### config.mk
export PLATFORM = sky130hd
export DESIGN_NAME = cvsd_stereo_codec_top
export DESIGN_NICKNAME = d
export VERILOG_FILES = /design/src/rtl/cvsd_pkg.sv /design/src/rtl/cvsd_update.sv /design/src/rtl/cvsd_bank.sv /design/src/rtl/cvsd_stereo_codec_top.sv
export SDC_FILE = /design/constraint.sdc
export NUM_CORES = 1
export LEC_CHECK = 0
export BUFFER_PORTS_ARGS = -buffer_cell sky130_fd_sc_hd__buf_4
export CORE_UTILIZATION = 25
export CTS_CLUSTER_DIAMETER = 50
export CTS_CLUSTER_SIZE = 10
export DETAILED_ROUTE_END_ITERATION = 6
export GPL_ROUTABILITY_DRIVEN = 1
export GPL_TIMING_DRIVEN = 0
export SYNTH_ARGS = -nofsm -noshare
export SYNTH_HDL_FRONTEND = slang
export SYNTH_SLANG_ARGS = --single-unit
### constraint.sdc
create_clock -name clk -period 9.7 [get_ports clk]
set_input_delay 0.97 -clock clk [delete_from_list [all_inputs] [get_ports clk]]
set_output_delay 0.97 -clock clk [all_outputs]
set_load 0.005 [all_outputs]
### src/rtl/cvsd_pkg.sv
// ---------------------------------------------------------------------------
// cvsd_pkg: shared types and constants for the stereo CVSD codec
// Channel state record, state bank select, command codes and adaptation
// constants.
// ---------------------------------------------------------------------------
package cvsd_pkg;

  // Command carried in the request's tuser
  typedef enum logic {
    CMD_ENCODE = 1'b0,
    CMD_DECODE = 1'b1
  } cmd_t;

  // Per-channel codec state
  typedef struct packed {
    logic        [2:0]  history;
    logic signed [15:0] reference;
    logic        [15:0] step;
  } chan_state_t;

  // Which of the four state records a request works on
  typedef struct packed {
    logic dec;      // 0 encoder bank, 1 decoder bank
    logic channel;  // 0 left, 1 right
  } state_sel_t;

  localparam int unsigned       NUM_CHANNELS    = 2;
  localparam logic [15:0]       STEP_RESET      = 16'd1024;
  localparam logic [15:0]       STEP_SHRINK_MAX = 16'h03ff;
  localparam logic [15:0]       STEP_SAT        = 16'hffff;
  localparam logic [2:0]        HIST_ALL_ZERO   = 3'b000;
  localparam logic [2:0]        HIST_ALL_ONE    = 3'b111;
  localparam logic signed [15:0] REF_MAX        = 16'sh7fff;
  localparam logic signed [15:0] REF_MIN        = 16'sh8000;

endpackage

### src/rtl/cvsd_update.sv
// ---------------------------------------------------------------------------
// cvsd_update: one CVSD state update
// Shifts the bit into the history, adapts the step and moves the reference
// with saturation. Purely combinational.
// ---------------------------------------------------------------------------
module cvsd_update (
  input  cvsd_pkg::chan_state_t cur_state,
  input  logic                  bit_val,
  output cvsd_pkg::chan_state_t nxt_state
);

  logic [2:0]         hist_nxt;
  logic [16:0]        grown;
  logic [15:0]        shrunk;
  logic [15:0]        step_nxt;
  logic signed [17:0] ref_wide;
  logic signed [15:0] ref_nxt;

  always_comb begin
    hist_nxt = {cur_state.history[1:0], bit_val};

    // run of three: 2*step - step/4, saturating
    grown  = {cur_state.step, 1'b0} - {3'b000, cur_state.step[15:2]};
    shrunk = {1'b0, cur_state.step[15:1]} + {3'b000, cur_state.step[15:3]};

    if (hist_nxt inside {cvsd_pkg::HIST_ALL_ZERO, cvsd_pkg::HIST_ALL_ONE}) begin
      step_nxt = grown[16] ? cvsd_pkg::STEP_SAT : grown[15:0];
    end else if (cur_state.step > cvsd_pkg::STEP_SHRINK_MAX) begin
      step_nxt = shrunk;
    end else begin
      step_nxt = cur_state.step;
    end

    if (bit_val) begin
      ref_wide = {{2{cur_state.reference[15]}}, cur_state.reference}
                 + $signed({2'b00, step_nxt});
    end else begin
      ref_wide = {{2{cur_state.reference[15]}}, cur_state.reference}
                 - $signed({2'b00, step_nxt});
    end

    // fits in 16 bits when the top three bits agree
    if (ref_wide[17:15] == 3'b000 || ref_wide[17:15] == 3'b111) begin
      ref_nxt = ref_wide[15:0];
    end else if (ref_wide[17]) begin
      ref_nxt = cvsd_pkg::REF_MIN;
    end else begin
      ref_nxt = cvsd_pkg::REF_MAX;
    end

    nxt_state.history   = hist_nxt;
    nxt_state.step      = step_nxt;
    nxt_state.reference = ref_nxt;
  end

endmodule

### src/rtl/cvsd_bank.sv
// ---------------------------------------------------------------------------
// cvsd_bank: encoder and decoder state for both channels
// Four state records in flops, one combinational read and one write port
// sharing the same select.
// ---------------------------------------------------------------------------
module cvsd_bank (
  input  logic                  clk,
  input  logic                  rst_n,
  input  cvsd_pkg::state_sel_t  sel,
  input  logic                  wr_en,
  input  cvsd_pkg::chan_state_t wr_state,
  output cvsd_pkg::chan_state_t rd_state
);

  cvsd_pkg::chan_state_t enc_r [cvsd_pkg::NUM_CHANNELS];
  cvsd_pkg::chan_state_t dec_r [cvsd_pkg::NUM_CHANNELS];
  cvsd_pkg::chan_state_t init_state;

  assign init_state = '{history:   cvsd_pkg::HIST_ALL_ZERO,
                        reference: 16'sd0,
                        step:      cvsd_pkg::STEP_RESET};

  assign rd_state = sel.dec ? dec_r[sel.channel] : enc_r[sel.channel];

  always_ff @(posedge clk) begin
    if (!rst_n) begin
      for (int i = 0; i < cvsd_pkg::NUM_CHANNELS; i++) begin
        enc_r[i] <= init_state;
        dec_r[i] <= init_state;
      end
    end else if (wr_en) begin
      if (sel.dec) begin
        dec_r[sel.channel] <= wr_state;
      end else begin
        enc_r[sel.channel] <= wr_state;
      end
    end
  end

  // step starts at 1024 and a shrink only applies above 1023 (x5/8),
  // so no step may fall below 640
  localparam logic [15:0] STEP_FLOOR = 16'd640;

  a_step_floor: assert property (@(posedge clk) disable iff (!rst_n)
    enc_r[0].step >= STEP_FLOOR && enc_r[1].step >= STEP_FLOOR &&
    dec_r[0].step >= STEP_FLOOR && dec_r[1].step >= STEP_FLOOR)
    else $error("codec step below floor");

  a_enc_isolate: assert property (@(posedge clk) disable iff (!rst_n)
    wr_en && !sel.dec |=> dec_r[0] == $past(dec_r[0]) && dec_r[1] == $past(dec_r[1]))
    else $error("encoder write disturbed decoder state");

  a_chan_isolate: assert property (@(posedge clk) disable iff (!rst_n)
    wr_en && !sel.channel |=> enc_r[1] == $past(enc_r[1]) && dec_r[1] == $past(dec_r[1]))
    else $error("left channel write disturbed right channel state");

endmodule

### src/rtl/cvsd_stereo_codec_top.sv
// ---------------------------------------------------------------------------
// cvsd_stereo_codec_top: two-channel CVSD encoder/decoder
// Input register, single-pass state update, output register.
// ---------------------------------------------------------------------------
// Each request either encodes one 16-bit PCM sample into one bit or decodes
// one bit into a 16-bit sample, on the left or right channel. Encoder and
// decoder keep separate state per channel (3-bit history, signed reference,
// step), all reset to history 0, reference 0, step 1024. Every request gives
// exactly one result: bit_out for an encode (sample_out is 0), sample_out
// for a decode (bit_out is 0). Throughput is one request per clock while
// results are taken. The request is held in the input register, and its
// update is loaded into the output register, raising out_tvalid, once the
// output slot is free or being emptied. The state is written at the same
// edge that loads the result, so consecutive requests on one channel see
// each other's updates without stalls. A full output register that is not
// taken holds the input register, and in_tready drops once both are full.
// ---------------------------------------------------------------------------
module cvsd_stereo_codec_top (
  input  logic        clk,
  input  logic        rst_n,

  input  logic        in_tvalid,
  output logic        in_tready,
  input  logic [23:0] in_tdata,   // [15:0] sample_in, [16] bit_in, [23:17] zero
  input  logic [1:0]  in_tuser,   // [0] cmd, [1] channel

  output logic        out_tvalid,
  input  logic        out_tready,
  output logic [23:0] out_tdata   // [0] bit_out, [16:1] sample_out, [23:17] zero
);

  // input register
  logic               s1_valid_r;
  cvsd_pkg::cmd_t     s1_cmd_r;
  logic               s1_chan_r;
  logic signed [15:0] s1_sample_r;
  logic               s1_bit_r;

  // output register
  logic               out_valid_r;
  logic               out_bit_r;
  logic signed [15:0] out_sample_r;

  logic               advance;
  logic               upd_bit;
  logic               out_bit_nxt;
  logic signed [15:0] out_sample_nxt;

  cvsd_pkg::state_sel_t  sel;
  cvsd_pkg::chan_state_t cur_state;
  cvsd_pkg::chan_state_t nxt_state;

  // the held request moves on when the output slot is free or being emptied
  assign advance   = s1_valid_r && (!out_valid_r || out_tready);
  assign in_tready = !s1_valid_r || advance;

  always_ff @(posedge clk) begin
    if (!rst_n) begin
      s1_valid_r <= 1'b0;
    end else if (in_tready) begin
      s1_valid_r <= in_tvalid;
    end
  end

  always_ff @(posedge clk) begin
    if (in_tready && in_tvalid) begin
      s1_cmd_r    <= cvsd_pkg::cmd_t'(in_tuser[0]);
      s1_chan_r   <= in_tuser[1];
      s1_sample_r <= in_tdata[15:0];
      s1_bit_r    <= in_tdata[16];
    end
  end

  assign sel.dec     = (s1_cmd_r == cvsd_pkg::CMD_DECODE);
  assign sel.channel = s1_chan_r;

  cvsd_bank u_bank (
    .clk      (clk),
    .rst_n    (rst_n),
    .sel      (sel),
    .wr_en    (advance),
    .wr_state (nxt_state),
    .rd_state (cur_state)
  );

  // encoder decision: 1 when the sample is at or above the reference
  always_comb begin
    case (s1_cmd_r)
      cvsd_pkg::CMD_ENCODE: begin
        upd_bit        = (s1_sample_r >= cur_state.reference);
        out_bit_nxt    = upd_bit;
        out_sample_nxt = 16'sd0;
      end
      cvsd_pkg::CMD_DECODE: begin
        upd_bit        = s1_bit_r;
        out_bit_nxt    = 1'b0;
        out_sample_nxt = nxt_state.reference;
      end
      default: begin
        upd_bit        = 1'b0;
        out_bit_nxt    = 1'b0;
        out_sample_nxt = 16'sd0;
      end
    endcase
  end

  cvsd_update u_update (
    .cur_state (cur_state),
    .bit_val   (upd_bit),
    .nxt_state (nxt_state)
  );

  always_ff @(posedge clk) begin
    if (!rst_n) begin
      out_valid_r <= 1'b0;
    end else if (advance) begin
      out_valid_r <= 1'b1;
    end else if (out_tready) begin
      out_valid_r <= 1'b0;
    end
  end

  always_ff @(posedge clk) begin
    if (advance) begin
      out_bit_r    <= out_bit_nxt;
      out_sample_r <= out_sample_nxt;
    end
  end

  assign out_tvalid = out_valid_r;
  assign out_tdata  = {7'd0, out_sample_r, out_bit_r};

  // a result appears only when a held request was moved into the output slot
  a_out_source: assert property (@(posedge clk) disable iff (!rst_n)
    $rose(out_valid_r) |-> $past(advance))
    else $error("result appeared without a request");

  // a stalled result keeps the input register occupied
  a_hold_s1: assert property (@(posedge clk) disable iff (!rst_n)
    s1_valid_r && out_valid_r && !out_tready |=> s1_valid_r)
    else $error("request dropped while output stalled");

  // an encode result carries a zero sample field
  a_enc_zero: assert property (@(posedge clk) disable iff (!rst_n)
    advance && s1_cmd_r == cvsd_pkg::CMD_ENCODE |=> out_sample_r == 16'sd0)
    else $error("encode result has nonzero sample");

  // a decode result carries a zero bit field
  a_dec_zero: assert property (@(posedge clk) disable iff (!rst_n)
    advance && s1_cmd_r == cvsd_pkg::CMD_DECODE |=> !out_bit_r)
    else $error("decode result has nonzero bit");

endmodule

## After elaboration in Yosys (flattened, before gate mapping)

Memories as Yosys holds them, arrays and structs flattened. A register that Yosys moved wholly into a read port is not among the register bits.
Cells that the tools add are included.

- Muxes and demuxes: 29
- Bitwise operators: 1
- Reductions and logical operators: 13
- $lt $le $gt $ge: 2
- $add $sub $neg: 4
- Equal/unequal tests: 2

Operator list:

| kind | count |
|---|---|
| $mux 16 | 5 |
| $mux 35 | 2 |
| $reduce_or 35->1 | 2 |
| $mux 34 | 1 |
| $pmux 16 s2 | 1 |
| $add 16x17->18 | 1 |
| $mux 18 | 1 |
| $sub 16x17->18 | 1 |
| $mux 1 | 17 |
| $sub 17x14->17 | 1 |
| $add 15x13->16 | 1 |
| $ge 16x16->1 | 1 |
| $gt 16x10->1 const B | 1 |
| $eq 3x3->1 const B | 2 |
| $logic_not 3->1 | 2 |
| $pmux 1 s2 | 2 |
| $reduce_bool 2->1 | 2 |
| $logic_or 1x1->1 | 3 |
| $logic_and 1x1->1 | 2 |
| $logic_not 1->1 | 2 |
| $not 1->1 | 1 |

- Memories kept: 2
- Output and inout port bits: 26
- Flip-flop bits (word level): 38
- Memory bits (writable): 140
- Input port bits: 30

Memories:

| name | depth | width | read ports | clocked after Yosys merged registers in | wr ports | RTL line | text |
|---|---|---|---|---|---|---|---|
| u_bank.dec_r | 2 | 35 | 1 | 1 | 2 | cvsd_bank.sv:16 | `cvsd_pkg::chan_state_t dec_r [cvsd_pkg::NUM_CHANNELS];` |
| u_bank.enc_r | 2 | 35 | 1 | 1 | 2 | cvsd_bank.sv:15 | `cvsd_pkg::chan_state_t enc_r [cvsd_pkg::NUM_CHANNELS];` |

## Depth between registers and ports, before layout

Gate-level depths: netlist of run 1.

- Depth after elaboration: 12
- Gate-level depth with buffers: 36
- Mapped depth without buffers: 28

## Modules after synthesis

A second synthesis of run 1 with hierarchy kept.

- Cell total of the unflattened synthesis: 1010
- Area total of the unflattened synthesis: 11263.3 µm²

Modules (own cells, without submodules):

| module | area each (µm²) | times used | cells an instance |
|---|---|---|---|
| cvsd_bank | 5939.4 | 1 | 390 |
| cvsd_update | 3554.7 | 1 | 487 |
| cvsd_stereo_codec_top | 1769.2 | 1 | 133 |

## Worst setup path before layout of run 1

OpenSTA, ideal clock, no wires.

- Path type: reg2reg
- Start point: register with a tool-made name
- End point: memory u_bank.dec_r[1][30] (netlist name), data pin
- Buffers on the path: 8
- Library setup time: 0.255 ns
- Slack: 0.804 ns
- Arrival: 8.641 ns
- Stages on the path, launching flop included: 36
- Path through: dfxtp_1 buf_2 buf_6 buf_2 buf_1 mux4_2 inv_1 ha_1 a21oi_1 a211oi_1 or3_1 nor4b_1 nor3_1 nor2_1 clkbuf_1 clkbuf_1 a31o_2 ha_1 nor4bb_1 nor2b_1 a21oi_1 xnor2_1 ha_1 a211oi_1 a22oi_1 a21oi_1 a21oi_1 o21a_1 o211ai_1 or2_2 o211ai_1 a211oi_4 nand2b_1 buf_2 buf_2 a31o_1

RTL lines:

| element | RTL line |
|---|---|
| end: declaration | cvsd_bank.sv:16 |

==> impl_metrics.yaml, run 1 <==
clock_tree:
  ctsRootBufferMaster: "clkbuf_16"
  clock_latency_ns: 0.45
  cts_hold_buf: 0
  clk_pin_slew_ns: 0.07
  clock_sinks: 175
  clk_path_buf_depth: 2
  cts_made_buffers: 17
  htree_levels: 4
  cts_tree: "built"
cells_and_area:
  fin_cells: 1715
  finalNetCount: 1204
  antennaDiodeCount: 0
  area_growth_pct: 16.9
  final_area_mm2: 0.0133
  layout-drive-gt1-share: 0.165
  multiInputGateArea_mm2: 0.00580
  post-route-util: 0.299
  fillers: 4630
  seqCellArea_mm2: 0.00523
timing:
  finalSetupViolations: 0
  hold_violations: 0
  drv_slew: 0
  slew_headroom: 0.300
  setup_ws_ns: 0.458
  finalCritPeriodShare: 0.953
  hold_ws_ns: 0.551
  fin_tns_setup_ns: 0
  finClkSkew_ns: 0.0152
  clock.fmax_mhz: 108
  fin_crit_ns: 9.24
  worst_pin_slew_ns: 1.05
setup_path:
  crit_path_max_incr_delay_ns: 0.61
  arrival_ns: 9.43
  cp-start-kind: "flip-flop"
  required_ns: 9.89
  critPathKind: "reg2reg"
  cpMaxStageDelayCell: "or4b_1"
  cp_max_fo: 19
  cp-end-kind: "flip-flop"
power_and_ir_drop:
  ir_worst_vdd_uv: 170
  power_mw: 3.06
  power_density_mw_per_mm2: 230
  cellLeakagePower_nw: 4.99
place:
  place_inst: 1681
  dp_hpwl_mm: 23.6
  placedInstanceArea_mm2: 0.0125
  portBuffers: 41
  dp_worst_setup_slack_ns: -2.03
  place_congestion: 0.898
global_route:
  grt_pass1_wl_mm: 49.4
  grt-ovfl-total: 0
  grt_pass1_vias: 8544
  grt_usage: 0.137
  grt_max_degree: 28
  antenna_found_initial: 0
route:
  postRouteAntennaNets: 0
  avgViaCountPerCell: 5.17
  drt-pass1-iter-count: 5
  drt_iter0_drc: 638
  drc: 0
  routed_wl_mm: 31.9
  routedWlPerCell_um: 18.6
  dr_total_vias: 8862
floorplanning:
  die_w_um: 215
  design.core.area_mm2: 0.0445
  die_h_um: 215
  io_pins: 56
  dieArea_mm2: 0.0463
  initial_core_util: 0.255
  rows: 77
synthesis:
  yosysMostFrequentCell: "edfxtp_1"
  synth_ff_type: "edfxtp_1"
  netlist_top_cells_area: "edfxtp_1 45%, ha_1 6.7%, mux4_2 6.5%, a31o_1 5.4%, nor2_1 3.8%"
  ys_async_sr_fraction: 0
  synthSimpleGateAreaFrac: 0.136
  synth_xor_xnor_area_share: 0.0316
  synth_edf_count: 172
  synth_warnings: 0
  synth_cell_types: 75
  synth_mux_area_frac: 0.0755
  synth-adder-area-share: 0.0724
  postSynthCellCount: 1038
  synth_area_leader_cell: "edfxtp_1"
  yosysSeqAreaShare: 0.459
  syn-cell-area_mm2: 0.0114
  synth-compound-area-share: 0.182
  yosysTopAreaCellShare: 0.454
  ys_seq_elements: 175
  synth.avg_cell_area_um2: 11.0
  synth_common_cells: "172 x edfxtp_1, 114 x nor2_1, 77 x nand2_1"
  synth_top_family_by_area: "compound AO/OA/AOI/OAI gates"
outcome:
  status: "finished, final reports clean"
flow_run:
  max-cap-violations: 0
min_path:
  min_path_type: "reg2reg"
## sequential cells by signal (all words and copies together), names as in the netlist, named ones only
register      cells
out_sample_r     16
u_bank.dec_r     68
s1_cmd_r          1
u_bank.enc_r     68
s1_bit_r          1
s1_sample_r      16
out_tvalid        1
s1_valid_r        1
out_bit_r         1
s1_chan_r         1
## path summary, 6_finish.rpt
| kind | startpoint | endpoint | slack, ns | depth (start not counted) |
|---|---|---|---|---|
| worst min register to register | s1_valid_r | out_tvalid | 0.55 | 1 |
| worst max-delay path | flip-flop | u_bank.dec_r[1][25] | 0.46 | 35 |
| worst min-delay path | s1_valid_r | out_tvalid | 0.55 | 1 |
| worst max register to register | flip-flop | u_bank.dec_r[1][25] | 0.46 | 35 |
## logic make-up (layout without fill, tap and decap cells)
group | count (synthesis) | after routing
other cells | 1 | 7
simple gates | 315 | 315
compound gates | 285 | 285
fa+ha+maj | 64 | 64
buf+inv | 113 | 192
xor+xnor | 41 | 41
mux | 44 | 44
flops | 175 | 175
## layout make-up
| type | count | area share |
|---|---|---|
| Buffer | 62 | 0.0250 |
| Clock buffer | 17 | 0.0320 |
| Clock inverter | 15 | 0.0123 |
| Inverter | 49 | 0.0138 |
| Multi-Input combinational cell | 756 | 0.436 |
| Sequential cell | 175 | 0.393 |
| Tap cell | 592 | 0.0557 |
| Timing Repair Buffer | 49 | 0.0320 |
## worst max-delay path, delay by kind of cell, from the launching register on
| family | cells | cell delay (ns) |
|---|---|---|
| xor gates and xnor gates | 1 | 0.30 |
| and+or+nand+nor | 8 | 2.26 |
| AOI/OAI and AO/OA | 14 | 2.83 |
| muxes | 1 | 0.59 |
| buffers and inverters | 8 | 1.86 |
| DFF | 1 | 0.31 |
| adders and majority gates | 3 | 0.82 |
## power by group
part / internal, mW / leakage, nW / switching (mW) / total [mW]
Combinational: 0.494 / 2.93 / 0.936 / 1.43
Sequential: 0.913 / 1.77 / 0.0190 / 0.932
Clock: 0.369 / 0.290 / 0.332 / 0.701
## routing by layer
| layer | vias to the layer above | wire, µm | GRT usage |
|---|---|---|---|
| met1 | 4449 | 14100 | 0.184 |
| met5 | - | 0 | 0 |
| met2 | 273 | 15600 | 0.229 |
| met4 | 0 | 561 | 0.0409 |
| met3 | 31 | 1650 | 0.0185 |
| li1 | 4109 | - | - |
## layout by cell type (no fill, tap or decap), types with 13 or more instances in the layout
| cell type | count |
|---|---|
| edfxtp_1 | 172 |
| nor2_1 | 113 |
| nand2_1 | 73 |
| a31o_1 | 70 |
| ha_1 | 61 |
| buf_4 | 60 |
| a21oi_1 | 54 |
| inv_1 | 49 |
| o21ai_0 | 34 |
| mux4_2 | 33 |
| clkbuf_1 | 28 |
| xnor2_1 | 23 |
| xor2_1 | 18 |
| clkbuf_16 | 17 |
| o21a_1 | 16 |
| nor3_1 | 16 |
| o211ai_1 | 15 |
| a211oi_1 | 13 |
## what timing repair did
action / in CTS / in global routing
setup endpoints to repair: 80 / 80
resized for setup: 29 / 21
buffers inserted: 1 / 3
pin swaps: 1 / 8
(Power assumes the default switching activity.)
==> run 2: changes to the inputs <==
--- a/config.mk
+++ b/config.mk
@@ -6,12 +6,14 @@
 export NUM_CORES = 1
 export LEC_CHECK = 0
 export BUFFER_PORTS_ARGS = -buffer_cell sky130_fd_sc_hd__buf_4
+export CORE_MARGIN = 2
 export CORE_UTILIZATION = 25
 export CTS_CLUSTER_DIAMETER = 50
 export CTS_CLUSTER_SIZE = 10
 export DETAILED_ROUTE_END_ITERATION = 6
 export GPL_ROUTABILITY_DRIVEN = 1
 export GPL_TIMING_DRIVEN = 0
+export PLACE_DENSITY_LB_ADDON = 0.3
 export SYNTH_ARGS = -nofsm -noshare
 export SYNTH_HDL_FRONTEND = slang
 export SYNTH_SLANG_ARGS = --single-unit
==> impl_metrics.yaml, run 2 (synthesized netlist as in run 1, its figures left out) <==
outcome:
  status: "finished, final reports clean"
setup_path:
  cpMaxStageDelayCell: "or4b_1"
  cp-end-kind: "flip-flop"
  arrival_ns: 9.27
  cp_max_fo: 10
  critPathKind: "reg2reg"
  crit_path_max_incr_delay_ns: 0.61
  required_ns: 9.89
  cp-start-kind: "flip-flop"
timing:
  finClkSkew_ns: 0.0103
  slew_headroom: 0.276
  rsz0062_at_grt: "false"
  finalSetupViolations: 0
  clock.fmax_mhz: 110
  fin_crit_ns: 9.08
  drv_slew: 0
  finalCritPeriodShare: 0.937
  worst_pin_slew_ns: 1.09
  hold_violations: 0
global_route:
  grt_pass1_wl_mm: 51.0
  antenna_found_initial: 0
  grt_pass1_vias: 8753
  grt-ovfl-total: 0
  grt_max_degree: 28
  grt_usage: 0.141
flow_run:
  max-cap-violations: 0
floorplanning:
  initial_core_util: 0.252
  die_h_um: 217
  design.core.area_mm2: 0.0452
  rows: 78
  dieArea_mm2: 0.0472
  io_pins: 56
  die_w_um: 217
route:
  dr_total_vias: 8669
  avgViaCountPerCell: 5.02
  drt-pass1-iter-count: 5
  routedWlPerCell_um: 19.1
  postRouteAntennaNets: 0
  routed_wl_mm: 33.0
  drc: 0
  drt_iter0_drc: 588
cells_and_area:
  final_area_mm2: 0.0134
  final_cell_mix: "172 x edfxtp_1, 113 x nor2_1, 73 x nand2_1, 70 x a31o_1, 61 x ha_1"
  finalNetCount: 1209
  area_growth_pct: 17.7
  layout-drive-gt1-share: 0.170
  antennaDiodeCount: 0
  layout_commonest_cell: "edfxtp_1"
  fin_cells: 1728
  reg_top3: "u_bank.dec_r: 68 flops, u_bank.enc_r: 68 flops"
clock_tree:
  cts_made_buffers: 17
  cts_hold_buf: 0
  htree_levels: 4
  clock_latency_ns: 0.44
  clock_sinks: 175
  cts_tree: "built"
  clk_path_buf_depth: 2
  clk_pin_slew_ns: 0.08
  ctsRootBufferMaster: "clkbuf_16"
place:
  placedInstanceArea_mm2: 0.0125
  portBuffers: 41
  place_inst: 1689
  dp_hpwl_mm: 24.5
  place_congestion: 0.898
power_and_ir_drop:
  ir_worst_vdd_uv: 154
  power_density_mw_per_mm2: 231
  cellLeakagePower_nw: 5.03
min_path:
  min_path_type: "reg2reg"
[run 2: repair_timing]
action / in CTS / in global routing
gates resized for setup: 32 / 23
setup endpoints to repair: 80 / 80
buffers inserted: 4 / 3
pin swaps: 3 / 6
[run 2: metrics by stage]
step	total power [mW]	utilization	hold WS, ns	setup TNS (ns)	worst slack, ns
global placement	2.32	0.276	0.517	-147.88	-1.93
finish	3.09	0.296	0.536	0	0.616
global route	3.27	0.296	0.590	0	0.0407
floorplan	1.91	-	0.490	0	0.804
detailed placement	2.33	0.278	0.515	-153.15	-1.99
CTS	3.07	0.294	0.536	0	0.131
[run 2: worst paths after layout]
kind	from	to	slack, ns	depth (start not counted)
setup / recovery	s1_cmd_r	u_bank.enc_r[0][27]	0.62	37
hold / removal	s1_valid_r	out_tvalid	0.54	1
setup reg to reg	s1_cmd_r	u_bank.enc_r[0][27]	0.62	37
hold reg to reg	s1_valid_r	out_tvalid	0.54	1
[run 2: area by class of cell]
class,count,area (µm²)
Buffer,64,355
Clock buffer,17,425
Clock inverter,15,174
Fill cell,4615,31800
Inverter,49,184
Multi-Input combinational cell,756,5830
Sequential cell,175,5230
Tap cell,600,751
Timing Repair Buffer,52,440
[run 2: power by group]
group          total, mW  leakage [nW]  switching (mW)  internal (mW)
combinational       1.46          2.97           0.953          0.503
clock              0.705         0.296           0.336          0.369
sequential         0.932          1.77          0.0190          0.913
[run 2: worst max-delay path, delay by kind of cell (launching register included)]
kind	cells	cell delay, ns
XOR/XNOR	1	0.10
flip-flops	1	0.46
multiplexers	1	0.40
adder cells (fa/ha/maj)	3	0.86
AO/OA/AOI/OAI	12	2.22
buffers and inverters	10	2.18
AND/OR/NAND/NOR	10	2.59
[run 2: layer usage]
metal  part of all wire  routed length (µm)  track usage
met1               0.45               14800        0.186
met2               0.50               16400        0.240
met3              0.037                1220       0.0175
met4              0.018                 608       0.0434
met5                  0                   0            0
==> run 3: changes to the inputs <==
--- a/config.mk
+++ b/config.mk
@@ -7,7 +7,7 @@
 export LEC_CHECK = 0
 export BUFFER_PORTS_ARGS = -buffer_cell sky130_fd_sc_hd__buf_4
 export CORE_MARGIN = 2
-export CORE_UTILIZATION = 25
+export CORE_UTILIZATION = 40
 export CTS_CLUSTER_DIAMETER = 50
 export CTS_CLUSTER_SIZE = 10
 export DETAILED_ROUTE_END_ITERATION = 6
==> impl_metrics.yaml, run 3 (synthesized netlist as in run 1, its figures left out) <==
outcome:
  status: "finished, final reports clean"
timing:
  fin_crit_ns: 9.29
  finClkSkew_ns: 0.00957
  finalCritPeriodShare: 0.958
  fin_tns_setup_ns: 0
  hold_violations: 0
  clock.fmax_mhz: 108
  setup_ws_ns: 0.409
  slew_headroom: 0.301
  worst_pin_slew_ns: 1.04
  finalSetupViolations: 0
  drv_slew: 0
  hold_ws_ns: 0.554
setup_path:
  required_ns: 10.01
  regToRegStartpoint: "s1_cmd_r"
  crit_path_frequent_cell: "buf_4"
  rr_worst_depth: 37
  critPathKind: "reg2reg"
  cp-end-kind: "flip-flop"
  timing.rr.end: "u_bank.dec_r[1][26]"
  crit_path_max_incr_delay_ns: 0.65
  cp-start-kind: "flip-flop"
  arrival_ns: 9.60
  cp_max_fo: 10
  r2r_setup_slack_ns: 0.41
  cpMaxStageDelayCell: "or4b_1"
place:
  placedInstanceArea_mm2: 0.0123
  dp_hpwl_mm: 22.3
  portBuffers: 41
  place_congestion: 0.902
  dp_worst_setup_slack_ns: -1.83
cells_and_area:
  seqCellArea_mm2: 0.00523
  finalNetCount: 1210
  final_area_mm2: 0.0131
  multiInputGateArea_mm2: 0.00582
  fillers: 2552
  area_growth_pct: 14.9
  layout_commonest_cell: "edfxtp_1"
  layout-drive-gt1-share: 0.170
  antennaDiodeCount: 0
  reg_top3: "u_bank.dec_r: 68 flops, u_bank.enc_r: 68 flops"
  final_cell_mix: "172 x edfxtp_1, 113 x nor2_1, 73 x nand2_1, 70 x a31o_1, 64 x buf_4"
  post-route-util: 0.469
power_and_ir_drop:
  power.internal_mw: 1.77
  ir_worst_vdd_uv: 153
  p_switching_mw: 1.25
  clkPwrFrac: 0.222
  seq_power_share: 0.309
  p_comb_frac: 0.470
  power_density_mw_per_mm2: 231
  swShare: 0.415
  cellLeakagePower_nw: 5.01
min_path:
  min_path_type: "reg2reg"
  hold_path_startpoint: "s1_valid_r"
  min_path_cells: 1
  hold-path-endpoint: "out_tvalid"
route:
  postRouteAntennaNets: 0
  drt-pass1-iter-count: 5
  drt_iter0_drc: 557
  avgViaCountPerCell: 5.83
  routedWlPerCell_um: 20.1
  dr_total_vias: 8780
  drc: 0
  routed_wl_mm: 30.3
clock_tree:
  cts_hold_buf: 0
  cts_made_buffers: 17
  clk_path_buf_depth: 2
  clock_latency_ns: 0.44
  htree_levels: 4
  clock_sinks: 175
  clk_pin_slew_ns: 0.07
  ctsRootBufferMaster: "clkbuf_16"
  cts_tree: "built"
global_route:
  grt_max_degree: 29
  antenna_found_initial: 0
  grt-ovfl-total: 0
  grt_usage: 0.203
  grt_pass1_wl_mm: 47.4
  grt_pass1_vias: 8520
floorplanning:
  dieArea_mm2: 0.0298
  rows: 61
  initial_core_util: 0.408
  io_pins: 56
  die_w_um: 173
  design.core.area_mm2: 0.0279
  die_h_um: 173
flow_run:
  max-cap-violations: 0
run 3: layer usage:
layer / track usage / vias up / wire length (µm)
met3: 0.0284 / 55 / 1410
met4: 0.0744 / 0 / 829
li1: - / 4136 / -
met2: 0.346 / 269 / 15000
met5: 0 / - / 0
met1: 0.264 / 4320 / 13100
run 3: cell type report:
class	instances	share of cell area
well taps	378	0.0362
flip-flops and latches	175	0.400
clock buffers	17	0.0326
plain buffers	63	0.0259
clock inverters	15	0.0115
repair buffers	54	0.0349
inverters	49	0.0141
multi-input cells	756	0.445
run 3: power by group through the flow:
stage / Sequential (mW) / Clock [mW] / Combinational, mW
2_1_floorplan: 0.943 / 0 / 0.962
3_3_place_gp: 0.948 / 0 / 1.32
3_5_place_dp: 0.947 / 0 / 1.33
4_1_cts: 0.931 / 0.676 / 1.36
5_1_grt: 0.935 / 0.709 / 1.55
6_report: 0.931 / 0.668 / 1.42
run 3: critical path: cells and delay by family, from the launching register on:
kind,cells,cell delay (ns)
compound gates,14,2.52
buf+inv,10,2.34
simple gates,8,2.30
fa+ha+maj,3,0.84
flops,1,0.43
mux,1,0.40
xor+xnor,1,0.30
run 3: per-stage QoR:
step           cells  power [mW]
2_1_floorplan   1044        1.91
3_3_place_gp    1463        2.26
3_5_place_dp    1467        2.28
4_1_cts         1499        2.97
5_1_grt         1507        3.19
6_report        1507        3.02
run 3: how the worst max path moves through the flow:
| stage | from | endpoint | slack [ns] | cells past startpoint |
|---|---|---|---|---|
| after floorplan | flip-flop | u_bank.dec_r[1][30] | 0.80 | 35 |
| after global placement | s1_cmd_r | u_bank.dec_r[1][17] | -1.72 | 36 |
| after detailed placement | s1_cmd_r | u_bank.enc_r[0][24] | -1.83 | 34 |
| after CTS | s1_cmd_r | u_bank.dec_r[0][21] | 0.02 | 36 |
| after global routing | s1_cmd_r | u_bank.dec_r[0][28] | -0.05 | 36 |
| final | s1_cmd_r | u_bank.dec_r[1][26] | 0.41 | 37 |
run 3: timing repair:
action / CTS / global route
setup endpoints to repair: 80 / 80
setup buffers: 1 / 8
gates resized for setup: 30 / 21
cloned: 0 / 0
pin swaps: 1 / 8
